$ cat src/sv/cfdzc_pkg.sv
`timescale 1ns / 1ps
// package for the cfd zero-crossing phase block
// shared constants, status and register codes, config and divider structs; no dependencies

package cfdzc_pkg;

    localparam int CFDZC_MAX_DELAY   = 64;
    localparam int CFDZC_MAX_WINDOW  = 4096;
    localparam int CFDZC_SAMPLE_BITS = 16;

    localparam int MEAN_W     = 20;
    localparam int SIGMA_W    = 20;
    localparam int STATUS_W   = 2;
    localparam int PHASE_W    = 20;
    localparam int PHASE_FRAC = 8;
    localparam int PHASE_MAX  = (1 << PHASE_W) - 1;
    localparam int LIMIT_W    = 40;
    localparam int LIMIT_SHIFT = 3;
    localparam int FRAC_SHIFT = 15;

    localparam int DELAY_W    = 6;
    localparam int FRAC_W     = 16;
    localparam int THRESH_W   = 16;
    localparam int WINDOW_W   = 13;
    localparam int CFG_DATA_W = 32;
    localparam int CFG_ADDR_W = 4;

    localparam logic [DELAY_W-1:0]  DELAY_RESET     = 6'd4;
    localparam logic [FRAC_W-1:0]   FRACTION_RESET  = 16'd16384;
    localparam logic [THRESH_W-1:0] THRESHOLD_RESET = 16'd0;
    localparam logic [WINDOW_W-1:0] WINDOW_RESET    = 13'd4096;

    localparam logic [STATUS_W-1:0] ST_FOUND   = 2'd0;
    localparam logic [STATUS_W-1:0] ST_NONE    = 2'd1;
    localparam logic [STATUS_W-1:0] ST_BADBASE = 2'd2;

    localparam logic [1:0] REG_DELAY     = 2'd0;
    localparam logic [1:0] REG_FRACTION  = 2'd1;
    localparam logic [1:0] REG_THRESHOLD = 2'd2;
    localparam logic [1:0] REG_WINDOW    = 2'd3;

    typedef struct packed {
        logic [DELAY_W-1:0]  delay;
        logic [FRAC_W-1:0]   fraction;
        logic [THRESH_W-1:0] threshold;
        logic [WINDOW_W-1:0] window;
    } cfg_t;

    typedef struct packed {
        logic start;
    } div_ctrl_t;

    typedef struct packed {
        logic done;
        logic rem_nz;
    } div_stat_t;

endpackage

$ cat src/sv/cfdzc_in_if.sv
`timescale 1ns / 1ps
// sample channel: valid/ready handshake carrying one trace sample per transaction
// depends on cfdzc_pkg

interface cfdzc_in_if import cfdzc_pkg::*; #(
    parameter int SAMPLE_BITS = CFDZC_SAMPLE_BITS
) ();
    logic                      valid;
    logic                      ready;
    logic [SAMPLE_BITS-1:0]    sample;
    logic signed [MEAN_W-1:0]  baseline_mean;
    logic [SIGMA_W-1:0]        baseline_sigma;
    logic                      last;

    modport source (
        output valid,
        output sample,
        output baseline_mean,
        output baseline_sigma,
        output last,
        input  ready
    );

    modport sink (
        input  valid,
        input  sample,
        input  baseline_mean,
        input  baseline_sigma,
        input  last,
        output ready
    );
endinterface

$ cat src/sv/cfdzc_out_if.sv
`timescale 1ns / 1ps
// result channel: valid/ready handshake carrying status and phase per transaction
// depends on cfdzc_pkg

interface cfdzc_out_if import cfdzc_pkg::*; ();
    logic                valid;
    logic                ready;
    logic [STATUS_W-1:0] status;
    logic [PHASE_W-1:0]  phase;

    modport source (
        output valid,
        output status,
        output phase,
        input  ready
    );

    modport sink (
        input  valid,
        input  status,
        input  phase,
        output ready
    );
endinterface

$ cat src/sv/cfd_zero_crossing_phase_core.sv
`timescale 1ns / 1ps
// top level: apb configuration registers around the cfd zero-crossing core
// depends on cfdzc_pkg, cfdzc_in_if, cfdzc_out_if, cfdzc_core

// Digital constant fraction discriminator. Samples of a trace come in one per
// transaction on the trace channel; the sample with last set closes the trace
// and produces exactly one transaction on the result channel: the interpolated
// zero-crossing position in Q12.8 samples, no crossing, or bad baseline. After
// a sample is accepted, ready stays low while the sequencer steps one shared
// multiplier and the delay-line ram through read, multiply, subtract and
// update. The last sample of a trace adds a closing step, followed, when a
// crossing was found at window index 2 or later and the baseline is good, by
// the bit-serial phase divider. The closing step also waits while a previous
// result has not been taken. Registers at byte addresses 0, 4, 8, 12:
// cfd_delay, cfd_fraction (Q1.15), threshold_factor (Q4.12), window_length.

module cfd_zero_crossing_phase_core import cfdzc_pkg::*; #(
    parameter int MAX_DELAY   = CFDZC_MAX_DELAY,
    parameter int MAX_WINDOW  = CFDZC_MAX_WINDOW,
    parameter int SAMPLE_BITS = CFDZC_SAMPLE_BITS
) (
    input  logic                  clk,
    input  logic                  rst_n,
    input  logic                  psel,
    input  logic                  penable,
    input  logic                  pwrite,
    input  logic [CFG_ADDR_W-1:0] paddr,
    input  logic [CFG_DATA_W-1:0] pwdata,
    output logic [CFG_DATA_W-1:0] prdata,
    output logic                  pready,
    cfdzc_in_if.sink              trace,
    cfdzc_out_if.source           result
);

    logic [DELAY_W-1:0]  delay_reg;
    logic [FRAC_W-1:0]   fraction_reg;
    logic [THRESH_W-1:0] threshold_reg;
    logic [WINDOW_W-1:0] window_reg;
    logic [1:0]          cfg_sel;
    logic                cfg_write;
    cfg_t                cfg;

    assign pready    = 1'b1;
    assign cfg_sel   = paddr[CFG_ADDR_W-1:2];
    assign cfg_write = psel && penable && pwrite && pready;

    always_ff @(posedge clk or negedge rst_n)
    begin
        if (!rst_n)
        begin
            delay_reg     <= DELAY_RESET;
            fraction_reg  <= FRACTION_RESET;
            threshold_reg <= THRESHOLD_RESET;
            window_reg    <= WINDOW_RESET;
        end
        else if (cfg_write)
        begin
            case (cfg_sel)
                REG_DELAY:     delay_reg     <= pwdata[DELAY_W-1:0];
                REG_FRACTION:  fraction_reg  <= pwdata[FRAC_W-1:0];
                REG_THRESHOLD: threshold_reg <= pwdata[THRESH_W-1:0];
                REG_WINDOW:    window_reg    <= pwdata[WINDOW_W-1:0];
                default:       delay_reg     <= delay_reg;
            endcase
        end
    end

    always_comb
    begin
        case (cfg_sel)
            REG_DELAY:     prdata = CFG_DATA_W'(delay_reg);
            REG_FRACTION:  prdata = CFG_DATA_W'(fraction_reg);
            REG_THRESHOLD: prdata = CFG_DATA_W'(threshold_reg);
            REG_WINDOW:    prdata = CFG_DATA_W'(window_reg);
            default:       prdata = '0;
        endcase
    end

    assign cfg.delay     = delay_reg;
    assign cfg.fraction  = fraction_reg;
    assign cfg.threshold = threshold_reg;
    assign cfg.window    = window_reg;

    cfdzc_core #(
        .MAX_DELAY   (MAX_DELAY),
        .MAX_WINDOW  (MAX_WINDOW),
        .SAMPLE_BITS (SAMPLE_BITS)
    ) u_core (
        .clk    (clk),
        .rst_n  (rst_n),
        .cfg    (cfg),
        .trace  (trace),
        .result (result)
    );

`ifndef SYNTHESIS
    a_status_code: assert property (@(posedge clk) disable iff (!rst_n)
        result.valid |-> (result.status == ST_FOUND || result.status == ST_NONE
                          || result.status == ST_BADBASE))
        else $error("result status outside the defined codes");

    a_phase_zero: assert property (@(posedge clk) disable iff (!rst_n)
        (result.valid && result.status != ST_FOUND) |-> (result.phase == '0))
        else $error("phase nonzero without a found crossing");

    a_one_sample: assert property (@(posedge clk) disable iff (!rst_n)
        (trace.valid && trace.ready) |=> !trace.ready)
        else $error("sample accepted while previous transaction still in work");
`endif

endmodule

$ cat src/sv/cfdzc_ram.sv
`timescale 1ns / 1ps
// generic single-write, single-read ram with registered read data
// no dependencies

module cfdzc_ram #(
    parameter int WIDTH = 16,
    parameter int DEPTH = 64
) (
    input  logic                     clk,
    input  logic                     we,
    input  logic [$clog2(DEPTH)-1:0] waddr,
    input  logic [WIDTH-1:0]         wdata,
    input  logic [$clog2(DEPTH)-1:0] raddr,
    output logic [WIDTH-1:0]         rdata
);

    logic [WIDTH-1:0] mem_reg [DEPTH];

    always_ff @(posedge clk)
    begin
        if (we)
        begin
            mem_reg[waddr] <= wdata;
        end
        rdata <= mem_reg[raddr];
    end

endmodule

$ cat src/sv/cfdzc_div.sv
`timescale 1ns / 1ps
// bit-serial restoring divider, one quotient bit per cycle
// depends on cfdzc_pkg for the control and status structs

module cfdzc_div import cfdzc_pkg::*; #(
    parameter int NW = CFDZC_SAMPLE_BITS + 26,
    parameter int DW = CFDZC_SAMPLE_BITS + 18
) (
    input  logic          clk,
    input  logic          rst_n,
    input  div_ctrl_t     ctrl,
    input  logic [NW-1:0] num,
    input  logic [DW-1:0] den,
    output div_stat_t     stat,
    output logic [NW-1:0] quot
);

    localparam int CNTW = $clog2(NW + 1);

    logic            busy_reg, busy_next;
    logic            done_reg, done_next;
    logic [CNTW-1:0] cnt_reg, cnt_next;
    logic [NW-1:0]   qr_reg;
    logic [DW-1:0]   rem_reg;
    logic [DW-1:0]   den_reg;

    logic [DW:0]     trial;
    logic [DW:0]     diff;
    logic            fits;
    logic [DW-1:0]   rem_step;

    always_comb
    begin
        trial    = {rem_reg, qr_reg[NW-1]};
        diff     = trial - {1'b0, den_reg};
        fits     = trial >= {1'b0, den_reg};
        rem_step = fits ? diff[DW-1:0] : trial[DW-1:0];
    end

    always_comb
    begin
        busy_next = busy_reg;
        done_next = done_reg;
        cnt_next  = cnt_reg;
        if (ctrl.start)
        begin
            busy_next = 1'b1;
            done_next = 1'b0;
            cnt_next  = CNTW'(NW);
        end
        else if (busy_reg)
        begin
            cnt_next = cnt_reg - 1'b1;
            if (cnt_reg == CNTW'(1))
            begin
                busy_next = 1'b0;
                done_next = 1'b1;
            end
        end
    end

    always_ff @(posedge clk or negedge rst_n)
    begin
        if (!rst_n)
        begin
            busy_reg <= 1'b0;
            done_reg <= 1'b0;
            cnt_reg  <= '0;
        end
        else
        begin
            busy_reg <= busy_next;
            done_reg <= done_next;
            cnt_reg  <= cnt_next;
        end
    end

    always_ff @(posedge clk)
    begin
        if (ctrl.start)
        begin
            qr_reg  <= num;
            rem_reg <= '0;
            den_reg <= den;
        end
        else if (busy_reg)
        begin
            qr_reg  <= {qr_reg[NW-2:0], fits};
            rem_reg <= rem_step;
        end
    end

    assign quot        = qr_reg;
    assign stat.done   = done_reg;
    assign stat.rem_nz = rem_reg != '0;

endmodule

$ cat src/sv/cfdzc_core.sv
`timescale 1ns / 1ps
// sequencer and datapath: shared multiplier, delay-line ram, arming and crossing search
// depends on cfdzc_pkg, cfdzc_in_if, cfdzc_out_if, cfdzc_ram, cfdzc_div

module cfdzc_core import cfdzc_pkg::*; #(
    parameter int MAX_DELAY   = CFDZC_MAX_DELAY,
    parameter int MAX_WINDOW  = CFDZC_MAX_WINDOW,
    parameter int SAMPLE_BITS = CFDZC_SAMPLE_BITS
) (
    input  logic         clk,
    input  logic         rst_n,
    input  cfg_t         cfg,
    cfdzc_in_if.sink     trace,
    cfdzc_out_if.source  result
);

    localparam int DLW         = $clog2(MAX_DELAY);
    localparam int IW          = $clog2(MAX_WINDOW);
    localparam int WLW         = $clog2(MAX_WINDOW + 1);
    localparam int COUNT_LIMIT = MAX_WINDOW + MAX_DELAY;
    localparam int PCW         = $clog2(COUNT_LIMIT + 1);
    localparam int CW          = SAMPLE_BITS + 18;
    localparam int MA          = FRAC_W + 1;
    localparam int MB          = (SAMPLE_BITS + 1 > SIGMA_W + 1) ? SAMPLE_BITS + 1 : SIGMA_W + 1;
    localparam int PW          = MA + MB;
    localparam int CMPW        = (CW > LIMIT_W) ? CW : LIMIT_W;
    localparam int NW          = CW + PHASE_FRAC;
    localparam int QW          = NW + 1;
    localparam int SW          = NW + 2;

    localparam logic [3:0] S_IDLE = 4'd0;
    localparam logic [3:0] S_READ = 4'd1;
    localparam logic [3:0] S_MUL  = 4'd2;
    localparam logic [3:0] S_CFD  = 4'd3;
    localparam logic [3:0] S_UPD  = 4'd4;
    localparam logic [3:0] S_FIN  = 4'd5;
    localparam logic [3:0] S_DIV  = 4'd6;
    localparam logic [3:0] S_FIX  = 4'd7;
    localparam logic [3:0] S_SUM  = 4'd8;

    logic [3:0]                state_reg, state_next;
    logic [PCW-1:0]            pc_reg, pc_next;
    logic [DLW-1:0]            wptr_reg, wptr_next;
    logic                      armed_reg, armed_next;
    logic                      found_reg, found_next;
    logic [IW-1:0]             cidx_reg, cidx_next;
    logic signed [CW-1:0]      prev_reg, prev_next;
    logic signed [CW-1:0]      low_reg, low_next;
    logic signed [CW-1:0]      high_reg, high_next;
    logic signed [LIMIT_W-1:0] limit_reg, limit_next;
    logic                      bad_reg, bad_next;
    logic                      out_valid_reg, out_valid_next;
    logic [STATUS_W-1:0]       status_reg, status_next;
    logic [PHASE_W-1:0]        phase_reg, phase_next;

    logic [SAMPLE_BITS-1:0]    x_reg;
    logic [SIGMA_W-1:0]        sigma_reg;
    logic                      last_reg;
    logic                      first_reg;
    logic                      eval_reg;
    logic                      active_reg;
    logic                      use_x_reg;
    logic [IW-1:0]             pidx_reg;
    logic [DLW-1:0]            rdaddr_reg;
    logic signed [PW-1:0]      prod_reg;
    logic [SAMPLE_BITS-1:0]    xp_reg;
    logic signed [CW-1:0]      c_reg;
    logic                      neg_reg;
    logic [IW-1:0]             base_reg;
    logic signed [QW-1:0]      q_reg;

    logic                      accept;
    logic [DLW-1:0]            d_cl;
    logic [WLW-1:0]            win_cl;
    logic                      active;
    logic [PCW-1:0]            p;
    logic                      eval;
    logic [DLW:0]              rd_tmp;
    logic [DLW:0]              rd_wrap;
    logic [DLW-1:0]            rd_addr;

    logic signed [MA-1:0]      mult_a;
    logic signed [MB-1:0]      mult_b;
    logic signed [PW-1:0]      prod_full;
    logic signed [CW-1:0]      c_full;
    logic                      c_lt;
    logic                      c_pos;
    logic                      low_pos;
    logic [CW-1:0]             abs_low;
    logic signed [CW:0]        den_wide;
    logic signed [QW-1:0]      quot_s;
    logic signed [QW-1:0]      q_full;
    logic signed [SW-1:0]      sum;
    logic [PHASE_W-1:0]        phase_sat;

    logic [SAMPLE_BITS-1:0]    ram_rdata;
    logic                      ram_we;
    div_ctrl_t                 div_ctrl;
    div_stat_t                 div_stat;
    logic [NW-1:0]             div_num;
    logic [CW-1:0]             div_den;
    logic [NW-1:0]             div_quot;

    assign trace.ready   = state_reg == S_IDLE;
    assign accept        = trace.valid && (state_reg == S_IDLE);
    assign result.valid  = out_valid_reg;
    assign result.status = status_reg;
    assign result.phase  = phase_reg;

    // position bookkeeping for the incoming sample
    always_comb
    begin
        if (32'(cfg.delay) > 32'(MAX_DELAY - 1))
        begin
            d_cl = DLW'(MAX_DELAY - 1);
        end
        else
        begin
            d_cl = DLW'(cfg.delay);
        end
        if (32'(cfg.window) > 32'(MAX_WINDOW))
        begin
            win_cl = WLW'(MAX_WINDOW);
        end
        else
        begin
            win_cl = WLW'(cfg.window);
        end
        active  = pc_reg < PCW'(COUNT_LIMIT);
        p       = pc_reg - PCW'(d_cl);
        eval    = active && (pc_reg >= PCW'(d_cl)) && !found_reg
                  && (32'(p) < 32'(win_cl));
        rd_tmp  = {1'b0, wptr_reg} - {1'b0, d_cl};
        rd_wrap = rd_tmp + (DLW + 1)'(MAX_DELAY);
        rd_addr = rd_tmp[DLW] ? rd_wrap[DLW-1:0] : rd_tmp[DLW-1:0];
    end

    // shared multiplier: arming limit first, then fraction times sample
    always_comb
    begin
        if (state_reg == S_READ)
        begin
            mult_a = $signed({cfg.threshold[THRESH_W-1], cfg.threshold});
            mult_b = $signed(MB'(sigma_reg));
        end
        else
        begin
            mult_a = $signed({1'b0, cfg.fraction});
            mult_b = $signed(MB'(x_reg));
        end
        prod_full = mult_a * mult_b;
    end

    always_comb
    begin
        c_full   = ($signed(CW'(xp_reg)) <<< FRAC_SHIFT) - CW'(prod_reg);
        c_lt     = CMPW'(c_reg) < CMPW'(limit_reg);
        c_pos    = !c_reg[CW-1] && (c_reg != '0);
        low_pos  = !low_reg[CW-1] && (low_reg != '0);
        abs_low  = low_reg[CW-1] ? CW'(-low_reg) : CW'(low_reg);
        den_wide = (CW + 1)'(high_reg) - (CW + 1)'(low_reg);
        div_num  = {abs_low, PHASE_FRAC'(0)};
        div_den  = den_wide[CW-1:0];
        quot_s   = $signed({1'b0, div_quot});
        q_full   = neg_reg ? (-quot_s - $signed(QW'(div_stat.rem_nz))) : quot_s;
        sum      = $signed(SW'({base_reg, PHASE_FRAC'(0)})) + SW'(q_reg);
        if (sum[SW-1])
        begin
            phase_sat = '0;
        end
        else if (sum > SW'(PHASE_MAX))
        begin
            phase_sat = PHASE_W'(PHASE_MAX);
        end
        else
        begin
            phase_sat = sum[PHASE_W-1:0];
        end
    end

    always_comb
    begin
        state_next     = state_reg;
        pc_next        = pc_reg;
        wptr_next      = wptr_reg;
        armed_next     = armed_reg;
        found_next     = found_reg;
        cidx_next      = cidx_reg;
        prev_next      = prev_reg;
        low_next       = low_reg;
        high_next      = high_reg;
        limit_next     = limit_reg;
        bad_next       = bad_reg;
        out_valid_next = out_valid_reg;
        status_next    = status_reg;
        phase_next     = phase_reg;
        div_ctrl.start = 1'b0;
        ram_we         = 1'b0;

        if (out_valid_reg && result.ready)
        begin
            out_valid_next = 1'b0;
        end

        case (state_reg)
            S_IDLE:
            begin
                if (trace.valid)
                begin
                    state_next = S_READ;
                    if (pc_reg == '0)
                    begin
                        bad_next = trace.baseline_mean[MEAN_W-1];
                    end
                end
            end
            S_READ:
            begin
                state_next = S_MUL;
            end
            S_MUL:
            begin
                if (first_reg)
                begin
                    limit_next = LIMIT_W'(prod_reg) <<< LIMIT_SHIFT;
                end
                state_next = S_CFD;
            end
            S_CFD:
            begin
                state_next = S_UPD;
            end
            S_UPD:
            begin
                if (eval_reg)
                begin
                    if (c_lt)
                    begin
                        armed_next = 1'b1;
                    end
                    else if (armed_reg && c_pos)
                    begin
                        found_next = 1'b1;
                        cidx_next  = pidx_reg;
                        low_next   = prev_reg;
                        high_next  = c_reg;
                    end
                    prev_next = c_reg;
                end
                if (active_reg)
                begin
                    ram_we  = 1'b1;
                    pc_next = pc_reg + 1'b1;
                    if (wptr_reg == DLW'(MAX_DELAY - 1))
                    begin
                        wptr_next = '0;
                    end
                    else
                    begin
                        wptr_next = wptr_reg + 1'b1;
                    end
                end
                state_next = last_reg ? S_FIN : S_IDLE;
            end
            S_FIN:
            begin
                if (!out_valid_reg)
                begin
                    if (bad_reg)
                    begin
                        out_valid_next = 1'b1;
                        status_next    = ST_BADBASE;
                        phase_next     = '0;
                        state_next     = S_IDLE;
                    end
                    else if (found_reg && (cidx_reg >= IW'(2)))
                    begin
                        div_ctrl.start = 1'b1;
                        state_next     = S_DIV;
                    end
                    else
                    begin
                        out_valid_next = 1'b1;
                        status_next    = ST_NONE;
                        phase_next     = '0;
                        state_next     = S_IDLE;
                    end
                    // end of trace
                    pc_next    = '0;
                    wptr_next  = '0;
                    armed_next = 1'b0;
                    found_next = 1'b0;
                    cidx_next  = '0;
                    prev_next  = '0;
                    low_next   = '0;
                    high_next  = '0;
                end
            end
            S_DIV:
            begin
                if (div_stat.done)
                begin
                    state_next = S_FIX;
                end
            end
            S_FIX:
            begin
                state_next = S_SUM;
            end
            S_SUM:
            begin
                out_valid_next = 1'b1;
                status_next    = ST_FOUND;
                phase_next     = phase_sat;
                state_next     = S_IDLE;
            end
            default:
            begin
                state_next = S_IDLE;
            end
        endcase
    end

    always_ff @(posedge clk or negedge rst_n)
    begin
        if (!rst_n)
        begin
            state_reg     <= S_IDLE;
            pc_reg        <= '0;
            wptr_reg      <= '0;
            armed_reg     <= 1'b0;
            found_reg     <= 1'b0;
            cidx_reg      <= '0;
            prev_reg      <= '0;
            low_reg       <= '0;
            high_reg      <= '0;
            limit_reg     <= '0;
            bad_reg       <= 1'b0;
            out_valid_reg <= 1'b0;
            status_reg    <= ST_FOUND;
            phase_reg     <= '0;
        end
        else
        begin
            state_reg     <= state_next;
            pc_reg        <= pc_next;
            wptr_reg      <= wptr_next;
            armed_reg     <= armed_next;
            found_reg     <= found_next;
            cidx_reg      <= cidx_next;
            prev_reg      <= prev_next;
            low_reg       <= low_next;
            high_reg      <= high_next;
            limit_reg     <= limit_next;
            bad_reg       <= bad_next;
            out_valid_reg <= out_valid_next;
            status_reg    <= status_next;
            phase_reg     <= phase_next;
        end
    end

    always_ff @(posedge clk)
    begin
        if (accept)
        begin
            x_reg      <= trace.sample;
            last_reg   <= trace.last;
            first_reg  <= pc_reg == '0;
            eval_reg   <= eval;
            active_reg <= active;
            use_x_reg  <= d_cl == '0;
            pidx_reg   <= IW'(p);
            rdaddr_reg <= rd_addr;
            if (pc_reg == '0)
            begin
                sigma_reg <= trace.baseline_sigma;
            end
        end
        if ((state_reg == S_READ) || (state_reg == S_MUL))
        begin
            prod_reg <= prod_full;
        end
        if (state_reg == S_MUL)
        begin
            xp_reg <= use_x_reg ? x_reg : ram_rdata;
        end
        if (state_reg == S_CFD)
        begin
            c_reg <= c_full;
        end
        if (div_ctrl.start)
        begin
            neg_reg  <= low_pos;
            base_reg <= cidx_reg - IW'(1);
        end
        if (state_reg == S_FIX)
        begin
            q_reg <= q_full;
        end
    end

    cfdzc_ram #(
        .WIDTH (SAMPLE_BITS),
        .DEPTH (MAX_DELAY)
    ) u_delay_line (
        .clk   (clk),
        .we    (ram_we),
        .waddr (wptr_reg),
        .wdata (x_reg),
        .raddr (rdaddr_reg),
        .rdata (ram_rdata)
    );

    cfdzc_div #(
        .NW (NW),
        .DW (CW)
    ) u_div (
        .clk   (clk),
        .rst_n (rst_n),
        .ctrl  (div_ctrl),
        .num   (div_num),
        .den   (div_den),
        .stat  (div_stat),
        .quot  (div_quot)
    );

endmodule
$ cat src/flat_wrapper.sv
// flat-port wrapper written by rule: the top's interface ports become plain ports
module cfd_zero_crossing_phase_core_flat import cfdzc_pkg::*;
#(
    parameter int MAX_DELAY   = CFDZC_MAX_DELAY,
    parameter int MAX_WINDOW  = CFDZC_MAX_WINDOW,
    parameter int SAMPLE_BITS = CFDZC_SAMPLE_BITS
)
  (clk, rst_n, psel, penable, pwrite, paddr, pwdata, prdata, pready, trace_valid, trace_sample, trace_baseline_mean, trace_baseline_sigma, trace_last, trace_ready, result_valid, result_status, result_phase, result_ready);
  cfdzc_in_if #(.SAMPLE_BITS(SAMPLE_BITS)) trace_i ();
  cfdzc_out_if result_i ();
  input  logic clk;
  input  logic rst_n;
  input  logic psel;
  input  logic penable;
  input  logic pwrite;
  input  logic [CFG_ADDR_W-1:0] paddr;
  input  logic [CFG_DATA_W-1:0] pwdata;
  output logic [CFG_DATA_W-1:0] prdata;
  output logic pready;
  input wire logic [$bits(trace_i.valid)-1:0] trace_valid;
  input wire logic [$bits(trace_i.sample)-1:0] trace_sample;
  input wire logic [$bits(trace_i.baseline_mean)-1:0] trace_baseline_mean;
  input wire logic [$bits(trace_i.baseline_sigma)-1:0] trace_baseline_sigma;
  input wire logic [$bits(trace_i.last)-1:0] trace_last;
  output wire logic [$bits(trace_i.ready)-1:0] trace_ready;
  output wire logic [$bits(result_i.valid)-1:0] result_valid;
  output wire logic [$bits(result_i.status)-1:0] result_status;
  output wire logic [$bits(result_i.phase)-1:0] result_phase;
  input wire logic [$bits(result_i.ready)-1:0] result_ready;
  assign trace_i.valid = trace_valid;
  assign trace_i.sample = trace_sample;
  assign trace_i.baseline_mean = trace_baseline_mean;
  assign trace_i.baseline_sigma = trace_baseline_sigma;
  assign trace_i.last = trace_last;
  assign trace_ready = trace_i.ready;
  assign result_valid = result_i.valid;
  assign result_status = result_i.status;
  assign result_phase = result_i.phase;
  assign result_i.ready = result_ready;
  cfd_zero_crossing_phase_core #(.MAX_DELAY(MAX_DELAY), .MAX_WINDOW(MAX_WINDOW), .SAMPLE_BITS(SAMPLE_BITS)) u_core (.clk(clk), .rst_n(rst_n), .psel(psel), .penable(penable), .pwrite(pwrite), .paddr(paddr), .pwdata(pwdata), .prdata(prdata), .pready(pready), .trace(trace_i), .result(result_i));
endmodule
$ cat config.mk
export PLATFORM = sky130hd
export DESIGN_NAME = cfd_zero_crossing_phase_core_flat
export DESIGN_NICKNAME = d
export VERILOG_FILES = /design/src/sv/cfdzc_pkg.sv /design/src/sv/cfdzc_in_if.sv /design/src/sv/cfdzc_out_if.sv /design/src/sv/cfd_zero_crossing_phase_core.sv /design/src/sv/cfdzc_ram.sv /design/src/sv/cfdzc_div.sv /design/src/sv/cfdzc_core.sv /design/src/flat_wrapper.sv
export SDC_FILE = /design/constraint.sdc
export NUM_CORES = 2
export LEC_CHECK = 0
export BUFFER_PORTS_ARGS = -buffer_cell sky130_fd_sc_hd__buf_2
export CAP_MARGIN = 20
export CORE_MARGIN = 2
export CORE_UTILIZATION = 65
export CTS_BUF_LIST = sky130_fd_sc_hd__clkbuf_8
export CTS_CLUSTER_DIAMETER = 50
export DETAILED_ROUTE_END_ITERATION = 12
export GPL_TIMING_DRIVEN = 0
export HOLD_SLACK_MARGIN = 0.05
export PLACE_DENSITY_LB_ADDON = 0.1
export SLEW_MARGIN = 10
export SYNTH_ARGS = -nofsm -noshare
export SYNTH_HDL_FRONTEND = slang
export SYNTH_SLANG_ARGS = --single-unit
export TNS_END_PERCENT = 5
$ cat constraint.sdc
create_clock -name clk -period 15.1 [get_ports clk]
set_input_delay 2.265 -clock clk [delete_from_list [all_inputs] [get_ports clk]]
set_output_delay 2.265 -clock clk [all_outputs]
set_load 0.01 [all_outputs]
==> run_results.csv <==
group,metric,value,unit
outcome,status,"complete, no violations",
sta,fin_skew,0.0782,ns
detailed_routing,via_per_inst,6.26,
floorplan,start_util,65.4,%
floorplan,die_h,362,um
sta,fin_crit_sh,68.4,%
yosys,synth.yosys.seq_area_share,55.9,%
grt,antenna_found_initial,10,
place,dp_hpwl,165000,um
setup_path,critical_path_peak_fanout,10,
hold_path,min_from,"u_core.u_core.prev_reg[15]",
sta,slew_headroom,20.2,%
sta,fmax,0.0968,GHz
detailed_routing,drt-initial-drc-count,5875,
place,io_buffers,100,
grt,grtUsageTotal,33.9,%
setup_path,cp.arrival,11.02,ns
detailed_routing,wl_per_cell,25.8,um
place,place_ws,4.99,ns
yosys,synth_cell_types,82,
floorplan,coreArea,0.127,sq mm
finish,num-nets-final,7355,
setup_path,worst_ep_required_time,15.79,ns
detailed_routing,firstDrtPassIters,6,
floorplan,pin_count,157,
setup_path,r2r-start,"u_core.u_core.state_reg[1]",
clock_tree,hold_buffers,0,
flow_run,cap_violations,0,
floorplan,die_w,362,um
grt,grt_overflow,0,
floorplan,die_area,0.131,sq mm
sta,setup_tns,0,ns
setup_path,path_delay_family,"adder cells",
setup_path,crit_type,"reg -> reg",
yosys,synth_flop_cell,"edfxtp_1",
yosys,yosysWarnings,0,
grt,grt_max_degree,106,
detailed_routing,num_vias,53200,
finish,layout_common_cells,"edfxtp_1, inv_1, nand2_1",
sta,grt_setup_unrepaired,"no",
finish,final_common_cell,"edfxtp_1",
clock_tree,path_clk_slew,0.06,ns
sta,setup_viol,0,
setup_path,crit_slowest_cell,"o311ai_0",
hold_path,min_path_type,"reg -> reg",
sta,tightest_slew,1.20,ns
setup_path,crit_top_cell,"fa_1",
clock_tree,cts_buffers,281,
finish,drive_above_1_share,16.5,%
setup_path,worst-path-buf-inv,7,
yosys,postSynthCellCount,6117,
sta,hold_viol_final,0,
clock_tree,post_cts_buffers,0,
yosys,async_flop_share,16.1,%
yosys,syn_area_per_cell,13.6,sq um
sta,hold_ws,0.479,ns
sta,min_period,10.33,ns
detailed_routing,routed_wirelength,220000,um
place,globalplace.congestion,0.944,
setup_path,crit_start,"u_core.u_core.state_reg[1]",
clock_tree,htreeDepth,5,
yosys,synth_area,0.0832,sq mm
detailed_routing,postRouteAntennaNets,0,
finish,largest_reg_flops,1024,
clock_tree,cts_tree,"done",
detailed_routing,drc,0,
clock_tree,cts.sinks,1611,
finish,syn_to_final_growth,12.0,%
clock_tree,cts-root-buf,"clkbuf_8",
clock_tree,clkLatencyLatePin,0.97,ns
grt,grt_first_pass_wirelength,327000,um
setup_path,max_stage_delay,0.81,ns
setup_path,startpoint_type,"flop",
grt,grt_pass1_vias,53000,
yosys,synth_seq_cells,1611,
clock_tree,cts_resized,0,
clock_tree,cts.path.max_buffers,4,
yosys,synth_edf_count,1294,
floorplan,row_count,131,
setup_path,endpoint_kind,"flop",
sta,drv_slew,0,
sta,setup_ws,4.77,ns
==> metal layers <==
metal  track usage, %  vias to the layer above  wire, um
li1                 -                    23400         -
met1             47.4                    26500     86800
met2             52.5                     2872    101000
met3             7.96                      483     22900
met4             12.8                        4      8330
met5                0                        -        23
==> worst min-delay path, stage by stage, from the launching register on <==
cell and delay (ns):
dfrtp_1 0.34, nand2_1 0.04, o21ai_0 0.06
==> cells by family after synthesis <==
group / share of synthesized area, %
buffers and inverters: 3.72
xor gates and xnor gates: 2.45
AOI/OAI and AO/OA: 5.93
adders and majority gates: 11.6
DFF: 55.9
muxes: 12.2
and+or+nand+nor: 8.14
other: 0.00902
==> final timing paths <==
kind / end / slack (ns) / cells after the start
setup / recovery: u_core.u_core.prod_reg[35] / 4.77 / 28
hold / removal: u_core.u_core.prev_reg[15] / 0.48 / 2
setup reg to reg: u_core.u_core.prod_reg[35] / 4.77 / 28
hold reg to reg: u_core.u_core.prev_reg[15] / 0.48 / 2
max in group asynchronous: u_core.window_reg[8] / 12.62 / 2
min in group asynchronous: u_core.u_core.result.phase[15] / 1.31 / 1
==> synthesized netlist by cell type, types with 150 or more instances <==
master / n / area [sq um]
a21oi_1: 181 / 906
clkbuf_1: 191 / 717
dfrtp_1: 256 / 6410
edfxtp_1: 1294 / 38900
fa_1: 274 / 5490
ha_1: 335 / 4190
inv_1: 549 / 2060
mux4_2: 342 / 7700
nand2_1: 620 / 2330
nor2_1: 407 / 1530
o21ai_0: 232 / 1160
xnor2_1: 150 / 1310
==> metrics by stage <==
step	instances	instance area, sq um	util [%]
floorplan	6132	83300	-
global placement	7894	85900	67.4
detailed placement	8018	88200	69.3
CTS	8488	93100	73.1
global route	8497	93200	73.2
finish	8501	93200	73.2
==> area by class of cell <==
class / count / area, sq um
Antenna cell: 6 / 15.0
Sequential cell: 1611 / 46500
Fill cell: 8125 / 34100
Clock buffer: 297 / 4090
Buffer: 257 / 1030
Timing Repair Buffer: 231 / 2770
Inverter: 550 / 2060
Clock inverter: 173 / 823
Multi-Input combinational cell: 3714 / 33900
Tap cell: 1662 / 2080
Power is left out: the tool's default activity adds up to more than one toggle a clock period on the data nets, which glitch-free logic cannot reach.
